==> config.mk <==
export PLATFORM = sky130hd
export DESIGN_NAME = spq_div_cell
export DESIGN_NICKNAME = d
export VERILOG_FILES = /design/src/spq_div_cell.sv
export SDC_FILE = /design/constraint.sdc
export NUM_CORES = 1
export LEC_CHECK = 0
export ABC_AREA = 1
export BUFFER_PORTS_ARGS = -buffer_cell sky130_fd_sc_hd__buf_4
export CORE_UTILIZATION = 43
export CTS_BUF_LIST = sky130_fd_sc_hd__clkbuf_4
export CTS_CLUSTER_DIAMETER = 120
export DETAILED_ROUTE_END_ITERATION = 7
export GPL_TIMING_DRIVEN = 0
export MAX_ROUTING_LAYER = met4
export PLACE_DENSITY = 0.67
export SYNTH_ARGS = -nofsm -noshare
export SYNTH_HDL_FRONTEND = slang
export SYNTH_SLANG_ARGS = --single-unit
==> constraint.sdc <==
create_clock -name aclk -period 4.9 [get_ports aclk]
set_clock_uncertainty 0.15 [all_clocks]
set_input_delay 0.735 -clock aclk [delete_from_list [all_inputs] [get_ports aclk]]
set_output_delay 0.735 -clock aclk [all_outputs]
set_load 0.05 [all_outputs]
==> src/spq_div_cell.sv <==
module spq_div_cell #(
    parameter int LANES = 1,
    parameter int NUM_W = 64,
    parameter int DEN_W = 32,
    parameter int Q_W   = 35,
    parameter int BIT   = 0,
    parameter int SB_W  = 1
) (
    input  logic                             aclk,
    input  logic                             aresetn,
    input  logic                             in_vld,
    output logic                             in_rdy,
    input  logic [LANES-1:0][NUM_W-1:0]      in_rem,
    input  logic [LANES-1:0][DEN_W-1:0]      in_den,
    input  logic [LANES-1:0][Q_W-1:0]        in_quo,
    input  logic [SB_W-1:0]                  in_sb,
    output logic                             out_vld,
    input  logic                             out_rdy,
    output logic [LANES-1:0][NUM_W-1:0]      out_rem,
    output logic [LANES-1:0][DEN_W-1:0]      out_den,
    output logic [LANES-1:0][Q_W-1:0]        out_quo,
    output logic [SB_W-1:0]                  out_sb
);

    localparam int CMP_W = (NUM_W > DEN_W + BIT) ? NUM_W + 1 : DEN_W + BIT + 1;

    logic                        vld_reg;
    logic [LANES-1:0][NUM_W-1:0] rem_reg, rem_next;
    logic [LANES-1:0][DEN_W-1:0] den_reg;
    logic [LANES-1:0][Q_W-1:0]   quo_reg, quo_next;
    logic [SB_W-1:0]             sb_reg;

    genvar gl;
    generate
        for (gl = 0; gl < LANES; gl++) begin : g_lane
            logic [CMP_W-1:0] rem_ext;
            logic [CMP_W-1:0] den_sh;
            logic [CMP_W-1:0] diff;
            assign rem_ext = CMP_W'(in_rem[gl]);
            assign den_sh  = CMP_W'(in_den[gl]) << BIT;
            assign diff    = rem_ext - den_sh;
            always_comb begin
                if (rem_ext >= den_sh) begin
                    rem_next[gl] = diff[NUM_W-1:0];
                    quo_next[gl] = in_quo[gl] | (Q_W'(1) << BIT);
                end else begin
                    rem_next[gl] = in_rem[gl];
                    quo_next[gl] = in_quo[gl];
                end
            end
        end
    endgenerate

    assign in_rdy = !vld_reg || out_rdy;

    always_ff @(posedge aclk) begin
        if (!aresetn) begin
            vld_reg <= 1'b0;
        end else if (in_rdy) begin
            vld_reg <= in_vld;
        end
    end

    always_ff @(posedge aclk) begin
        if (in_rdy) begin
            rem_reg <= rem_next;
            den_reg <= in_den;
            quo_reg <= quo_next;
            sb_reg  <= in_sb;
        end
    end

    assign out_vld = vld_reg;
    assign out_rem = rem_reg;
    assign out_den = den_reg;
    assign out_quo = quo_reg;
    assign out_sb  = sb_reg;

endmodule

==> flow_results.xml <==
<?xml version="1.0" encoding="UTF-8"?>
<metrics>
  <group name="drt">
    <metric name="detail_route.iter0.violations" unit="">536</metric>
    <metric name="drc" unit="">0</metric>
    <metric name="ant_nets" unit="">0</metric>
    <metric name="viasPerCell" unit="">4.85</metric>
    <metric name="avgRoutedWirePerCell" unit="um">16.6</metric>
    <metric name="wl" unit="um">28700</metric>
    <metric name="detailedRoute.firstPassIterationCount" unit="">5</metric>
    <metric name="num_vias" unit="">8383</metric>
  </group>
  <group name="die">
    <metric name="dieArea" unit="sq um">21000</metric>
    <metric name="die_h" unit="um">145</metric>
    <metric name="core.rowCount" unit="">51</metric>
    <metric name="num_io_pins" unit="">270</metric>
    <metric name="core_area" unit="sq um">19700</metric>
    <metric name="start_util" unit="%">44.5</metric>
    <metric name="die_w" unit="um">145</metric>
  </group>
  <group name="critical_path">
    <metric name="worst_path_largest_cell_delay" unit="ps">610</metric>
    <metric name="critical_path_peak_fanout" unit="">73</metric>
    <metric name="timing.critical_path.required" unit="ps">4010</metric>
    <metric name="critical_path_s_top_delay_family" unit="">buffers and inverters</metric>
    <metric name="worst_setup_path_type" unit="">reg -&gt; out</metric>
    <metric name="arrival_time_reported_for_the_critical_path_endpoint" unit="ps">2220</metric>
    <metric name="timing.critical_path.buf_inv" unit="">2</metric>
    <metric name="setup.worst_path.start_class" unit="">flip-flop</metric>
    <metric name="timing.critical_path.cells" unit="">nand2_4, buf_16, buf_4</metric>
    <metric name="end_kind" unit="">primary output</metric>
    <metric name="critical_path.slowest_cell" unit="">sky130_fd_sc_hd__nand2_4</metric>
  </group>
  <group name="placed_design">
    <metric name="buffers_on_ports" unit="">269</metric>
    <metric name="dpl.cell_count" unit="">1697</metric>
    <metric name="finalWeightedCongestion" unit="">0.960</metric>
    <metric name="dp_hpwl" unit="um">23800</metric>
    <metric name="preCtsSetupSlack" unit="ps">1390</metric>
  </group>
  <group name="timing">
    <metric name="timing_worst_slew_pin_value" unit="ps">847</metric>
    <metric name="rsz0062_at_grt" unit="">no</metric>
    <metric name="final-hold-violation-count" unit="">0</metric>
    <metric name="shortest_clock_period_the_worst_path_allows_after_layout" unit="ps">3100</metric>
    <metric name="fraction_of_the_cycle_the_final_worst_path_needs" unit="%">63.3</metric>
    <metric name="timing.setup.tns" unit="ps">0</metric>
    <metric name="postLayoutSetupSlackWorst" unit="ps">1800</metric>
    <metric name="holdWs" unit="ps">210</metric>
    <metric name="report.final.slew_viol_count" unit="">0</metric>
    <metric name="finalSetupViolations" unit="">0</metric>
    <metric name="slew_headroom" unit="%">43.5</metric>
    <metric name="fmax" unit="GHz">0.322</metric>
  </group>
  <group name="logic_synthesis">
    <metric name="yosysSeqAreaShare" unit="%">45.4</metric>
    <metric name="cell_type_with_the_largest_total_area_after_synthesis" unit="">sky130_fd_sc_hd__edfxtp_1</metric>
    <metric name="synth_nets" unit="">1331</metric>
    <metric name="yosys_register_bits" unit="">133</metric>
    <metric name="synth.avg_cell_area" unit="sq um">7.56</metric>
    <metric name="synthTopCellsByArea" unit="">sky130_fd_sc_hd__edfxtp_1, sky130_fd_sc_hd__nand2_1, sky130_fd_sc_hd__inv_1</metric>
    <metric name="count_of_cell_types_in_the_netlist" unit="">32</metric>
    <metric name="synth_area" unit="sq um">8780</metric>
    <metric name="post-synth-top-area-fraction" unit="%">45.1</metric>
    <metric name="yosys_synthesis_warning_count" unit="">0</metric>
    <metric name="post_synth_inst_count" unit="">1162</metric>
  </group>
  <group name="final_layout">
    <metric name="layout_commonest_cell" unit="">sky130_fd_sc_hd__nand2_1</metric>
    <metric name="layout.cells.most_common_list" unit="">sky130_fd_sc_hd__nand2_1, sky130_fd_sc_hd__buf_4, sky130_fd_sc_hd__inv_1</metric>
    <metric name="filler_cell_count" unit="">1913</metric>
    <metric name="share_of_final_layout_standard_cells_stronger_than_drive_strength_1" unit="%">26.0</metric>
    <metric name="finalNonFillerCells" unit="">1730</metric>
    <metric name="final_net_count" unit="">1620</metric>
    <metric name="areaGrowthSynthToFinish" unit="%">30.6</metric>
  </group>
  <group name="power">
    <metric name="powerDensity" unit="nW/um^2">295</metric>
    <metric name="p_leak" unit="nW">5.64</metric>
    <metric name="vdd_ir_max" unit="mV">0.203</metric>
  </group>
  <group name="clocking">
    <metric name="clockBufferDepth" unit="">2</metric>
    <metric name="cts_inserted_buffers" unit="">17</metric>
    <metric name="clock_sink_count" unit="">133</metric>
    <metric name="cts.clk_slew.worst_paths" unit="ps">130</metric>
    <metric name="root_buffer" unit="">sky130_fd_sc_hd__clkbuf_4</metric>
    <metric name="cts_max_level" unit="">4</metric>
    <metric name="worstSkewPairLatency" unit="ps">530</metric>
    <metric name="post_cts_buffers" unit="">0</metric>
    <metric name="cts_tree" unit="">done</metric>
    <metric name="cts_resized" unit="">0</metric>
    <metric name="cts.hold.buffers_added" unit="">0</metric>
  </group>
  <group name="flow_run">
    <metric name="maxcap_viol_count" unit="">0</metric>
  </group>
  <group name="outcome">
    <metric name="run_status" unit="">complete, no violations</metric>
  </group>
  <group name="grt">
    <metric name="first_global_vias" unit="">8014</metric>
    <metric name="first_pass_grt_wire_length" unit="um">44000</metric>
    <metric name="gr-usage-all-layers" unit="%">28.3</metric>
    <metric name="grt_start_max_net_pins" unit="">74</metric>
    <metric name="antenna_found_initial" unit="">1</metric>
    <metric name="gr-total-overflow" unit="">0</metric>
  </group>
  <group name="min_path">
    <metric name="hold_class" unit="">in -&gt; reg</metric>
  </group>
</metrics>
==> per-layer routing <==
layer  up-vias  wire, um  GRT usage, %
met2       327     12800          44.1
met4         0       704          8.99
met3        33      1900          5.09
met1      3752     13200          37.3
met5         -         0             -
li1       4271         -             -
==> final cells by class <==
class,count,area (sq um),share of cell area (%)
antenna,1,2.50,0.0218
buffer,11,92.6,0.807
multi-input combinational,805,3910,34.1
tap,265,332,2.89
timing repair buffer,270,2050,17.8
sequential,133,3980,34.7
inverter,213,800,6.97
clock buffer,18,135,1.18
clock inverter,14,165,1.44
==> registers in the layout, summed over array words and instances, names as in the netlist <==
| name | count |
|---|---|
| out_den | 32 |
| out_quo | 35 |
| out_vld | 1 |
| out_sb | 1 |
| out_rem | 64 |
==> cell usage after synthesis <==
cell type / number
sky130_fd_sc_hd__nand3_1: 60
sky130_fd_sc_hd__dfxtp_1: 1
sky130_fd_sc_hd__buf_2: 5
sky130_fd_sc_hd__fa_1: 1
sky130_fd_sc_hd__xnor2_1: 18
sky130_fd_sc_hd__nand3_4: 1
sky130_fd_sc_hd__o21bai_1: 3
sky130_fd_sc_hd__and3_1: 1
sky130_fd_sc_hd__nor3_1: 17
sky130_fd_sc_hd__buf_6: 6
sky130_fd_sc_hd__o21ai_1: 20
sky130_fd_sc_hd__nor2_1: 115
sky130_fd_sc_hd__inv_2: 20
sky130_fd_sc_hd__and2_1: 3
sky130_fd_sc_hd__inv_1: 193
sky130_fd_sc_hd__nand2_2: 3
sky130_fd_sc_hd__nand3b_1: 1
sky130_fd_sc_hd__xor2_1: 7
sky130_fd_sc_hd__nand4_1: 24
sky130_fd_sc_hd__a21boi_0: 1
sky130_fd_sc_hd__nand2_1: 420
sky130_fd_sc_hd__or2_2: 4
sky130_fd_sc_hd__edfxtp_1: 132
sky130_fd_sc_hd__a21o_1: 1
sky130_fd_sc_hd__nor2_4: 1
sky130_fd_sc_hd__a21oi_2: 21
sky130_fd_sc_hd__nor3b_1: 1
sky130_fd_sc_hd__o21ai_2: 7
sky130_fd_sc_hd__o21ai_0: 5
sky130_fd_sc_hd__a21oi_1: 29
sky130_fd_sc_hd__nor2_2: 9
sky130_fd_sc_hd__ha_1: 32
==> stage by stage <==
stage | total power [mW] | cell area, sq um | utilization, %
after floorplan | 2.22 | 8780 | -
after global placement | 2.61 | 11100 | 56.5
after detailed placement | 2.62 | 11200 | 56.6
after CTS | 3.41 | 11500 | 58.2
after global routing | 3.54 | 11500 | 58.2
final | 3.39 | 11500 | 58.2
==> where the power goes <==
group          total (mW)  leakage (nW)  switching, mW  internal (mW)
registers            1.42          1.37         0.0315           1.39
clock network       0.795         0.151          0.471          0.323
logic                1.17          4.12          0.811          0.364
total                3.39          5.64           1.31           2.08
==> cells by family after synthesis <==
| logic type | share of synthesized area (%) |
|---|---|
| AOI/OAI and AO/OA | 6.30 |
| xor gates and xnor gates | 2.49 |
| and+or+nand+nor | 30.9 |
| adders and majority gates | 4.79 |
| DFF | 45.4 |
| buffers and inverters | 10.2 |
==> worst paths after layout <==
kind	startpoint	endpoint	slack, ps	depth (start not counted)
max reg2reg	out_vld	out_rem[48]	2990	2
min	in_quo[3]	out_quo[3]	210	1
max	out_vld	in_rdy	1800	3
min reg2reg	out_vld	out_quo[16]	1030	1
(Power assumes the default switching activity.)
