[config.mk]
export PLATFORM = sky130hd
export DESIGN_NAME = spq_sqrt_cell
export DESIGN_NICKNAME = d
export VERILOG_FILES = /design/src/spq_pkg.sv /design/src/spq_sqrt_cell.sv
export SDC_FILE = /design/constraint.sdc
export NUM_CORES = 1
export LEC_CHECK = 0
export ABC_AREA = 1
export ABC_CLOCK_PERIOD_IN_PS = 7100
export BUFFER_PORTS_ARGS = -buffer_cell sky130_fd_sc_hd__buf_2
export CORE_ASPECT_RATIO = 0.5
export CORE_UTILIZATION = 60
export CTS_CLUSTER_DIAMETER = 150
export DETAILED_ROUTE_END_ITERATION = 10
export PLACE_DENSITY = 0.88
export SLEW_MARGIN = 20
export SYNTH_ARGS = -nofsm -noshare
export SYNTH_HDL_FRONTEND = slang
export SYNTH_SLANG_ARGS = --single-unit
[constraint.sdc]
create_clock -name aclk -period 7.1 [get_ports aclk]
set_clock_uncertainty 0.15 [all_clocks]
set_input_delay 0.71 -clock aclk [delete_from_list [all_inputs] [get_ports aclk]]
set_output_delay 0.71 -clock aclk [all_outputs]
set_load 0.02 [all_outputs]
[src/spq_pkg.sv]
package spq_pkg;

    localparam int FRAC_BITS_DEF = 16;
    localparam int CFG_IDX_W     = 3;
    localparam int CFG_DATA_W    = 32;
    localparam int PROJ_Q_W      = 35;
    localparam int SQ_W          = 64;
    localparam int SQ_STEPS      = 32;

    localparam logic [31:0]        FOCAL_RST   = 32'd32768000;
    localparam logic signed [31:0] CENTER_RST  = 32'sd0;
    localparam logic signed [31:0] NEAR_RST    = 32'sd655;
    localparam logic [15:0]        MIN_LEN_RST = 16'd7;

    typedef enum logic [CFG_IDX_W-1:0] {
        CFG_FOCAL_LENGTH = 3'd0,
        CFG_CENTER_X     = 3'd1,
        CFG_CENTER_Y     = 3'd2,
        CFG_NEAR_PLANE   = 3'd3,
        CFG_MIN_LENGTH   = 3'd4
    } cfg_idx_t;

    typedef struct packed {
        logic signed [31:0] a_x;
        logic signed [31:0] a_y;
        logic signed [31:0] a_z;
        logic signed [31:0] b_x;
        logic signed [31:0] b_y;
        logic signed [31:0] b_z;
        logic [15:0]        line_width;
    } in_t;

    typedef struct packed {
        logic               quad_valid;
        logic signed [31:0] p0_x;
        logic signed [31:0] p0_y;
        logic signed [31:0] p1_x;
        logic signed [31:0] p1_y;
        logic signed [31:0] p2_x;
        logic signed [31:0] p2_y;
        logic signed [31:0] p3_x;
        logic signed [31:0] p3_y;
    } out_t;

    typedef struct packed {
        logic        zbad_a;
        logic        zbad_b;
        logic [3:0]  ovf;
        logic [3:0]  neg;
        logic [15:0] width;
    } proj_sb_t;

    typedef struct packed {
        logic signed [31:0] ax;
        logic signed [31:0] ay;
        logic signed [31:0] bx;
        logic signed [31:0] by;
        logic               dx_neg;
        logic               dy_nonneg;
        logic               ok;
    } norm_sb_t;

endpackage

[src/spq_sqrt_cell.sv]
module spq_sqrt_cell import spq_pkg::*; #(
    parameter int STEP = 0,
    parameter int SB_W = 1
) (
    input  logic            aclk,
    input  logic            aresetn,
    input  logic            in_vld,
    output logic            in_rdy,
    input  logic [SQ_W-1:0] in_v,
    input  logic [SQ_W-1:0] in_res,
    input  logic [SB_W-1:0] in_sb,
    output logic            out_vld,
    input  logic            out_rdy,
    output logic [SQ_W-1:0] out_v,
    output logic [SQ_W-1:0] out_res,
    output logic [SB_W-1:0] out_sb
);

    localparam logic [SQ_W-1:0] BIT_VAL = SQ_W'(1) << (SQ_W - 2 - 2 * STEP);

    logic            vld_reg;
    logic [SQ_W-1:0] v_reg, v_next;
    logic [SQ_W-1:0] res_reg, res_next;
    logic [SB_W-1:0] sb_reg;
    logic [SQ_W-1:0] trial;

    assign trial = in_res + BIT_VAL;

    always_comb begin
        if (in_v >= trial) begin
            v_next   = in_v - trial;
            res_next = (in_res >> 1) + BIT_VAL;
        end else begin
            v_next   = in_v;
            res_next = in_res >> 1;
        end
    end

    assign in_rdy = !vld_reg || out_rdy;

    always_ff @(posedge aclk) begin
        if (!aresetn) begin
            vld_reg <= 1'b0;
        end else if (in_rdy) begin
            vld_reg <= in_vld;
        end
    end

    always_ff @(posedge aclk) begin
        if (in_rdy) begin
            v_reg   <= v_next;
            res_reg <= res_next;
            sb_reg  <= in_sb;
        end
    end

    assign out_vld = vld_reg;
    assign out_v   = v_reg;
    assign out_res = res_reg;
    assign out_sb  = sb_reg;

endmodule

==> impl_summary.log, run 1 <==
[metrics] flip-flop cell with the highest count after synthesis: sky130_fd_sc_hd__edfxtp_1
[metrics] Gate Count Post-Synth: approximately 1700
[metrics] setup repair after global routing missed its margin: false
[metrics] cell type with the largest total area after synthesis: sky130_fd_sc_hd__edfxtp_1
[metrics] Bufs and invs on worst path: 2
[metrics] total area of sequential cells: approximately 4000 um^2
[metrics] yosys warns: 0
[metrics] number of top-level design ports: between 200 and 300
[metrics] R2R depth: 2
[metrics] list of cells traversed by the critical path: buf_2 > inv_1 > ha_1 > nand2_1 > nor2_1 > nand2_1 > nor4_4 > nand2_1 > nand3_4 > nand3_2 > nand2_1
[metrics] Clock Path Buffers: 2
[metrics] final net count: 2198
[metrics] Worst Hold Slack: 0.304 ns
[metrics] CP dominant cell by count: sky130_fd_sc_hd__nand2_1
[metrics] Synth Net Count: between 1500 and 2000
[metrics] number of DRC violations after detailed-routing iteration 0: about 1400
[metrics] mean area per synthesized cell: roughly 6.4 um^2
[metrics] Placement Rows: 34
[metrics] detailed-route wire length on metal 1: roughly 16 mm
[metrics] launching element type of the critical path: primary input
[metrics] leakage power total: between 8 and 9 nW
[metrics] routed wire length on met3: 5.26 mm
[metrics] largest driver fanout on the critical path: 67
[metrics] number of resized instances in the post-cts repair step: 0
[metrics] power density over the cells: about 220 nW/um^2
[metrics] nature of the critical path endpoint: flip-flop
[metrics] FF-to-FF setup slack: about 5.2 ns
[metrics] number of hold-slack violations in the final timing report: 0
[metrics] minimum setup slack after placement: roughly 3.0 ns
[metrics] clock input transition at the sequential cells of the worst setup and hold paths: about 0.06 ns
[metrics] clock tree from TritonCTS: done
[metrics] leading post-synthesis cells by instance count: sky130_fd_sc_hd__nand2_1, sky130_fd_sc_hd__inv_1, sky130_fd_sc_hd__nand3_1
[metrics] r2r endpoint: out_v[52]$_DFFE_PP_
[metrics] total length of routed wires: a little under 40 mm
[metrics] I/O Buffers: 263
[metrics] fraction of post-synthesis cell area in the top cell type by area: between 30% and 40%
[metrics] worst setup path class: primary input to flip-flop
[metrics] post-DR wirelength/cell: roughly 17 um
[metrics] count leader, synth: sky130_fd_sc_hd__nand2_1
[metrics] TritonCTS buffer count: 17
[metrics] Hold Path Origin: in_sb
[metrics] max-capacitance violation count: 0
[metrics] maximum number of pins on one net before global-route repair: between 90 and 100
[metrics] leading post-synthesis cells by cell area: sky130_fd_sc_hd__edfxtp_1, sky130_fd_sc_hd__nand2_1, sky130_fd_sc_hd__inv_1, sky130_fd_sc_hd__ha_1, sky130_fd_sc_hd__nand3_1
[metrics] top routing layer in use: met5
[metrics] worst relative slew slack: a little under a third
[metrics] placeable core region: 17700 um^2
[metrics] Area Overhead vs Synth: 19.6%
[metrics] achievable clock frequency: 0.270 GHz
[metrics] number of cells on the worst hold path: 1
[metrics] layout cell share with drive strength beyond 1: ~16%
[metrics] Final Slew Violations: 0
[metrics] vias per cell: between 5 and 6
[metrics] Req. time, crit path: roughly 7.2 ns
[metrics] library cell used as clock root buffer: sky130_fd_sc_hd__clkbuf_16
[metrics] number of fill cells: about 1400
[metrics] total negative setup slack: 0 ns
[metrics] combined area of the multi-input logic cells: between 5000 and 6000 um^2
[metrics] Total Routing Usage GR: approximately two fifths
[metrics] delay contributed by the slowest stage of the critical path: ~0.76 ns
[metrics] met2 wire length: approximately 17 mm
[metrics] floorplan die width: a little under 200 um
[metrics] final period demand of the worst path: about 3.7 ns
[metrics] Syn Std Cell Area: 11100 um^2
[metrics] TritonCTS Sinks: 130
[metrics] Starting Density: a little over three fifths
[metrics] worst reg2reg path startpoint: out_vld$_SDFFE_PN0P_
[metrics] count of non-filler cells in the finished layout: approximately 2200
[metrics] distinct cell type count of the synthesized netlist: 29
[metrics] # Post-CTS Setup Buffers: 0
[metrics] CTS H-tree lvls: 4
[metrics] initial antenna violation count: 1
[metrics] full die area: about 19000 um^2
[metrics] result of the run: completed
[metrics] placed wire-length estimate: ~30 mm
[metrics] floorplan die height: ~100 um
[metrics] overflow left after global routing: 0
[metrics] wire length of the first global-routing pass: approximately 59 mm
[metrics] Max VDD drop: between 0.15 and 0.2 mV
[metrics] class of the tightest hold or removal check: primary input to flip-flop
[metrics] number of remaining DRC errors: 0
[metrics] slew of the pin with the lowest slew margin: a little over 1 ns
[metrics] #FFs+latches synth: 130
[metrics] final setup slack of the worst path: approximately 3.4 ns
[metrics] FFs w/ async S/R, synth: 0%
[metrics] arrival time reported for the critical path endpoint: roughly 3.8 ns
[metrics] WHS Endpoint: out_sb$_DFFE_PP_
[metrics] setup-violating endpoint count in the final report: 0
[metrics] Seq/Total Area, Yosys: 35.0%
[metrics] clock latency reported for the late side of the worst-skew pair: around 0.43 ns
[metrics] Critical Path Slowest Stage Cell: sky130_fd_sc_hd__nand3_4
[metrics] detailed-route via count: between 10000 and 15000
[metrics] Antenna Nets Post-Route: 0
[metrics] count of flip-flops with a built-in enable after synthesis: roughly 130
[metrics] family of cells with the greatest summed delay on the critical path: simple AND/OR/NAND/NOR gates
[metrics] final critical-path share of the clock period: a little over half
[metrics] Antenna Diode Count: 0
[metrics] first-pass iteration count of the detailed router: 9
[metrics] vias in the first global route: between 10000 and 15000
[metrics] hold buffers post-CTS: 0
[metrics] cell count after placement: between 2000 and 2500
[metrics] gpl congestion: roughly 1.0
[where the power goes]
group	leakage [nW]	total, mW	internal [mW]	switching [mW]
Sequential	1.36	1.00	0.974	0.0273
Combinational	6.37	0.985	0.296	0.689
Clock	0.288	0.940	0.555	0.385
Total	8.02	2.93	1.83	1.10
[how the worst max path moves through the flow]
stage	from	endpoint	slack (ns)	cells past startpoint
floorplan	out_rdy	in_rdy	2.65	2
global placement	in_res[43]	out_v[56]$_DFFE_PP_	3.18	11
detailed placement	in_v[0]	out_v[45]$_DFFE_PP_	3.03	17
CTS	in_v[0]	out_v[45]$_DFFE_PP_	3.43	17
global route	in_v[0]	out_v[55]$_DFFE_PP_	3.35	17
finish	in_res[43]	out_v[52]$_DFFE_PP_	3.40	11
[through the flow]
step / power [mW] / util [%] / area (um^2)
2_1_floorplan: 1.65 / - / 11100
5_1_grt: 3.04 / 75.1 / 13300
3_3_place_gp: 1.93 / 71.5 / 12700
4_1_cts: 2.89 / 74.9 / 13300
3_5_place_dp: 1.96 / 71.5 / 12700
6_report: 2.93 / 75.1 / 13300
[sequential cells by signal, indices dropped and copies added (netlist names)]
name / count
out_vld: 1
out_res: 64
out_v: 64
out_sb: 1
[worst reg2reg max path, cell delays in order, from the launching register on]
cell	delay (ns)
sky130_fd_sc_hd__dfxtp_1	0.34
sky130_fd_sc_hd__nand2_4	0.46
sky130_fd_sc_hd__buf_12	0.47
[area by class of cell]
class                           instances  share of cell area (%)
Sequential cell                       130                    29.2
Timing Repair Buffer                  267                    10.4
Clock buffer                           17                    3.20
Inverter                              412                    11.6
Tap cell                              234                    2.20
Clock inverter                         15                    1.34
Multi-Input combinational cell       1172                    42.0
[cells in the final DEF (no fill, tap or decap), drive strengths merged, types with 2 or more instances in the layout]
| cell type | n |
|---|---|
| nand3b | 2 |
| edfxtp | 129 |
| nor4 | 5 |
| bufinv | 3 |
| clkinvlp | 3 |
| nand2 | 722 |
| nor3 | 8 |
| buf | 267 |
| nand3 | 147 |
| o21ai | 7 |
| inv | 417 |
| and2 | 2 |
| ha | 64 |
| clkinv | 4 |
| nand4 | 19 |
| xnor2 | 2 |
| xor2 | 30 |
| nor2 | 118 |
| clkbuf | 17 |
| a21oi | 43 |
[cells by family (layout without fill, tap and decap cells)]
kind of cell / after synthesis / in the layout / share of synthesized area [%]
AO/OA/AOI/OAI: 51 / 51 / 2.35
buffers and inverters: 432 / 711 / 15.0
adder cells (fa/ha/maj): 65 / 65 / 7.37
XOR/XNOR: 32 / 32 / 2.52
flip-flops: 130 / 130 / 35.0
AND/OR/NAND/NOR: 1024 / 1024 / 37.7
[routing by layer]
metal	track usage (%)	vias up
met5	0	-
met4	12.5	2
met3	12.4	128
met2	62.2	837
met1	54.8	5474
li1	-	5808
No activity file was read; power rests on OpenSTA's default activity.
==> run 2: changes to the inputs <==
--- a/config.mk
+++ b/config.mk
@@ -5,14 +5,14 @@
 export SDC_FILE = /design/constraint.sdc
 export NUM_CORES = 1
 export LEC_CHECK = 0
-export ABC_AREA = 1
-export ABC_CLOCK_PERIOD_IN_PS = 7100
+export ABC_AREA = 0
+export ABC_CLOCK_PERIOD_IN_PS = 3750
 export BUFFER_PORTS_ARGS = -buffer_cell sky130_fd_sc_hd__buf_2
 export CORE_ASPECT_RATIO = 0.5
-export CORE_UTILIZATION = 60
+export CORE_UTILIZATION = 53
 export CTS_CLUSTER_DIAMETER = 150
 export DETAILED_ROUTE_END_ITERATION = 10
-export PLACE_DENSITY = 0.88
+export PLACE_DENSITY = 0.82
 export SLEW_MARGIN = 20
 export SYNTH_ARGS = -nofsm -noshare
 export SYNTH_HDL_FRONTEND = slang
==> constraint.sdc (replaced) <==
create_clock -name aclk -period 3.75 [get_ports aclk]
set_clock_uncertainty 0.15 [all_clocks]
set_input_delay 0.375 -clock aclk [delete_from_list [all_inputs] [get_ports aclk]]
set_output_delay 0.375 -clock aclk [all_outputs]
set_load 0.02 [all_outputs]
==> run 2 against run 1 <==
Sequential power up 89%. Critical endpoint is now out_v[55]$_DFFE_PP_. Clock-buffer cell count grew 1. Worst setup slack worse by 3.3 ns. Largest cell class unchanged. Register-to-register slack lost 3.1 ns. Final cell count shrank 34%. Critical path type unchanged. Sequential share of layout area up 4.2 points. Power grew 80%. Wire length is 36% lower.
==> impl_summary.log, run 2 <==
[metrics] result of the run: completed
[metrics] cell type with the largest total area after synthesis: sky130_fd_sc_hd__edfxtp_1
[metrics] maximum number of pins on one net before global-route repair: 72 (-21%)
[metrics] Gate Count Post-Synth: 935 (-46%)
[metrics] post-DR wirelength/cell: 17.0 um (-2.2%)
[metrics] Hold Path Origin: in_res[50]
[metrics] number of remaining DRC errors: 0 (unchanged)
[metrics] setup repair after global routing missed its margin: true
[metrics] Final Slew Violations: 0 (unchanged)
[metrics] nature of the critical path endpoint: flip-flop
[metrics] Critical path origin: in_res[10]
[metrics] placed wire-length estimate: 18.7 mm (-38%)
[metrics] Starting Density: 54.5% (-8.2 points)
[metrics] Synth Net Count: 1133 (-41%)
[metrics] Seq/Total Area, Yosys: 43.5% (+8.5 points)
[metrics] Antenna Nets Post-Route: 0 (unchanged)
[metrics] Clock Path Buffers: 2 (unchanged)
[metrics] floorplan die width: 186 um (-4.5%)
[metrics] Total Routing Usage GR: 28.7% (-12 points)
[metrics] worst relative slew slack: 54.5% (+23 points)
[metrics] TritonCTS buffer count: 17 (unchanged)
[metrics] number of fill cells: 1283 (-9.7%)
[metrics] count of flip-flops with a built-in enable after synthesis: 129 (unchanged)
[metrics] power consumption: 5.25 mW (+80%)
[metrics] slew of the pin with the lowest slew margin: 0.675 ns (-0.346 ns)
[metrics] mean area per synthesized cell: 9.58 um^2 (+49%)
[metrics] Placement Rows: 33 (-2.9%)
[metrics] #FFs+latches synth: 130 (unchanged)
[metrics] Area Overhead vs Synth: 29.9%
[metrics] floorplan die height: 93.9 um (-4.4%)
[metrics] Req. time, crit path: 3.77 ns (-3.47 ns)
[metrics] worst setup path class: primary input to flip-flop
[metrics] layout cell share with drive strength beyond 1: 27.2% (+11 points)
[metrics] arrival time reported for the critical path endpoint: 3.63 ns (-0.21 ns)
[metrics] wire length of the first global-routing pass: 38.7 mm (-34%)
[metrics] Final Core Density: 70.8% (-4.2 points)
[metrics] number of hold-slack violations in the final timing report: 0 (unchanged)
[metrics] clock input transition at the sequential cells of the worst setup and hold paths: 0.06 ns (about the same)
[metrics] Antenna Diode Count: 0 (unchanged)
[metrics] leakage power total: 5.41 nW (-33%)
[metrics] library cell used as clock root buffer: sky130_fd_sc_hd__clkbuf_16
[metrics] yosys warns: 0 (unchanged)
[metrics] number of top-level design ports: 264 (unchanged)
[metrics] TritonCTS Sinks: 130 (unchanged)
[metrics] leading post-synthesis cells by cell area: sky130_fd_sc_hd__edfxtp_1, sky130_fd_sc_hd__ha_1, sky130_fd_sc_hd__nand2_1, sky130_fd_sc_hd__a21oi_1, sky130_fd_sc_hd__o21ai_0
[metrics] fraction of post-synthesis cell area in the top cell type by area: 43.2% (+8.4 points)
[metrics] CTS H-tree lvls: 4 (unchanged)
[metrics] final period demand of the worst path: about 3.6 ns
[metrics] detailed-route via count: 8278 (-32%)
[metrics] final net count: 1439 (-35%)
[metrics] cell count after placement: 1394 (-37%)
[metrics] leading post-synthesis cells by instance count: sky130_fd_sc_hd__edfxtp_1, sky130_fd_sc_hd__nand2_1, sky130_fd_sc_hd__inv_1
[metrics] achievable clock frequency: about 0.28 GHz
[metrics] initial antenna violation count: 0 (-1)
[metrics] distinct cell type count of the synthesized netlist: 77 (+170%)
[metrics] flip-flop cell with the highest count after synthesis: sky130_fd_sc_hd__edfxtp_1
[metrics] worst reg2reg path startpoint: out_vld$_SDFFE_PN0P_
[metrics] FFs w/ async S/R, synth: 0% (unchanged)
[metrics] launching element type of the critical path: primary input
[metrics] overflow left after global routing: 0 (unchanged)
[metrics] most frequent standard cell in the layout excluding fill and tap cells: sky130_fd_sc_hd__buf_2
[metrics] vias per cell: 5.60 (+2.7%)
[metrics] final critical-path share of the clock period: about 96%
[metrics] count of non-filler cells in the finished layout: 1479 (-34%)
[metrics] class of the tightest hold or removal check: primary input to flip-flop
[metrics] full die area: 17500 um^2 (-8.7%)
[metrics] Max VDD drop: 0.298 mV (+84%)
[metrics] clock latency reported for the late side of the worst-skew pair: 0.42 ns (about the same)
[metrics] final setup slack of the worst path: 0.139 ns (-3.26 ns)
[metrics] Syn Std Cell Area: 8960 um^2 (-20%)
[metrics] count leader, synth: sky130_fd_sc_hd__edfxtp_1
[metrics] vias in the first global route: 8094 (-26%)
[metrics] gpl congestion: 0.901 (-13%)
[metrics] top library cells by usage in the layout, fill and taps aside: sky130_fd_sc_hd__buf_2, sky130_fd_sc_hd__edfxtp_1, sky130_fd_sc_hd__nand2_1
[metrics] placeable core region: 16400 um^2 (-7.4%)
[metrics] I/O Buffers: 263 (unchanged)
[metrics] largest driver fanout on the critical path: 8 (-88%)
[metrics] number of DRC violations after detailed-routing iteration 0: 551 (-62%)
[metrics] power density over the cells: 451 nW/um^2 (+110%)
[metrics] first-pass iteration count of the detailed router: 5 (-4)
[metrics] max-capacitance violation count: 0 (unchanged)
[metrics] total length of routed wires: 25.1 mm (-36%)
[metrics] minimum setup slack after placement: 0.200 ns (-2.83 ns)
[metrics] clock tree from TritonCTS: done
[metrics] setup-violating endpoint count in the final report: 0 (unchanged)
## run 2: cell count changes in the layout (fill, tap and decap cells not counted), sizes merged, moves of 8 or more
cell	previous run	this run
a21o	0	39
nor2	118	38
a31oi	0	9
o31ai	0	8
a21oi	43	83
buf	267	277
o21bai	0	15
inv	417	81
xnor2	2	31
nand2	722	113
nand3	147	15
dlygate4sd3	0	54
o21ai	7	103
## run 2: final cells by class
type	count	area, um^2	area share (%)
Clock buffer	18	429	3.69
Timing Repair Buffer	331	2000	17.2
Clock inverter	12	166	1.43
Inverter	81	304	2.61
Tap cell	227	284	2.44
Multi-Input combinational cell	680	4560	39.2
Sequential cell	130	3890	33.5
## run 2: critical path, stage by stage
cell and delay (ns):
sky130_fd_sc_hd__dlygate4sd3_1 0.53, sky130_fd_sc_hd__buf_2 0.11, sky130_fd_sc_hd__inv_1 0.04, sky130_fd_sc_hd__ha_1 0.38
sky130_fd_sc_hd__a21oi_1 0.28, sky130_fd_sc_hd__a211oi_2 0.13, sky130_fd_sc_hd__o41ai_2 0.28, sky130_fd_sc_hd__nand3_2 0.17
sky130_fd_sc_hd__a41oi_2 0.32, sky130_fd_sc_hd__o2111ai_2 0.26, sky130_fd_sc_hd__and2_1 0.22, sky130_fd_sc_hd__buf_4 0.20
sky130_fd_sc_hd__o31a_1 0.13, sky130_fd_sc_hd__a22o_1 0.21
## run 2: worst paths after layout
check | endpoint | slack [ns] | cells past startpoint
worst max-delay path | out_v[55]$_DFFE_PP_ | 0.14 | 14
worst min-delay path | out_res[49]$_DFFE_PP_ | 0.004 | 1
worst max register to register | out_v[14]$_DFFE_PP_ | 2.15 | 2
worst min register to register | out_v[58]$_DFFE_PP_ | 0.72 | 1
## run 2: logic make-up (layout without fill, tap and decap cells)
group / after synthesis / in the layout / synth area share, %
compound gates: 305 / 305 / 21.7
xor+xnor: 57 / 57 / 5.57
fa+ha+maj: 65 / 65 / 9.16
buf+inv: 125 / 442 / 5.96
mux: 5 / 5 / 0.782
flops: 130 / 130 / 43.5
simple gates: 248 / 248 / 13.4
## run 2: routing by layer
| metal | GRT usage (%) | up-vias | part of all wire (%) |
|---|---|---|---|
| met5 | 0 | - | 0 |
| met4 | 9.36 | 0 | 1.9 |
| met3 | 6.01 | 43 | 6.0 |
| met2 | 49.4 | 259 | 48 |
| met1 | 36.1 | 3939 | 44 |
| li1 | - | 4037 | - |
## run 2: repair_timing
action                                 CTS  global route
hold buffers                            54             0
setup endpoints to repair                0            13
gates resized for setup                  0             5
endpoints found under the hold margin   54             0
setup buffers                            0             1
## run 2: power by group
group          switching (mW)  internal (mW)  total (mW)
Sequential             0.0509           1.84        1.89
Clock                   0.642           1.10        1.74
Combinational            1.01          0.614        1.62
Total                    1.70           3.55        5.25
## run 2: metrics by stage
step / TNS [ns] / cell area (um^2) / hold WS (ns)
floorplan: 0 / 8960 / 0.324
global placement: 0 / 10500 / 0.406
detailed placement: 0 / 10500 / 0.405
CTS: 0 / 11600 / 0.000507
global route: -0.0227 / 11600 / 0.00546
finish: 0 / 11600 / 0.00410
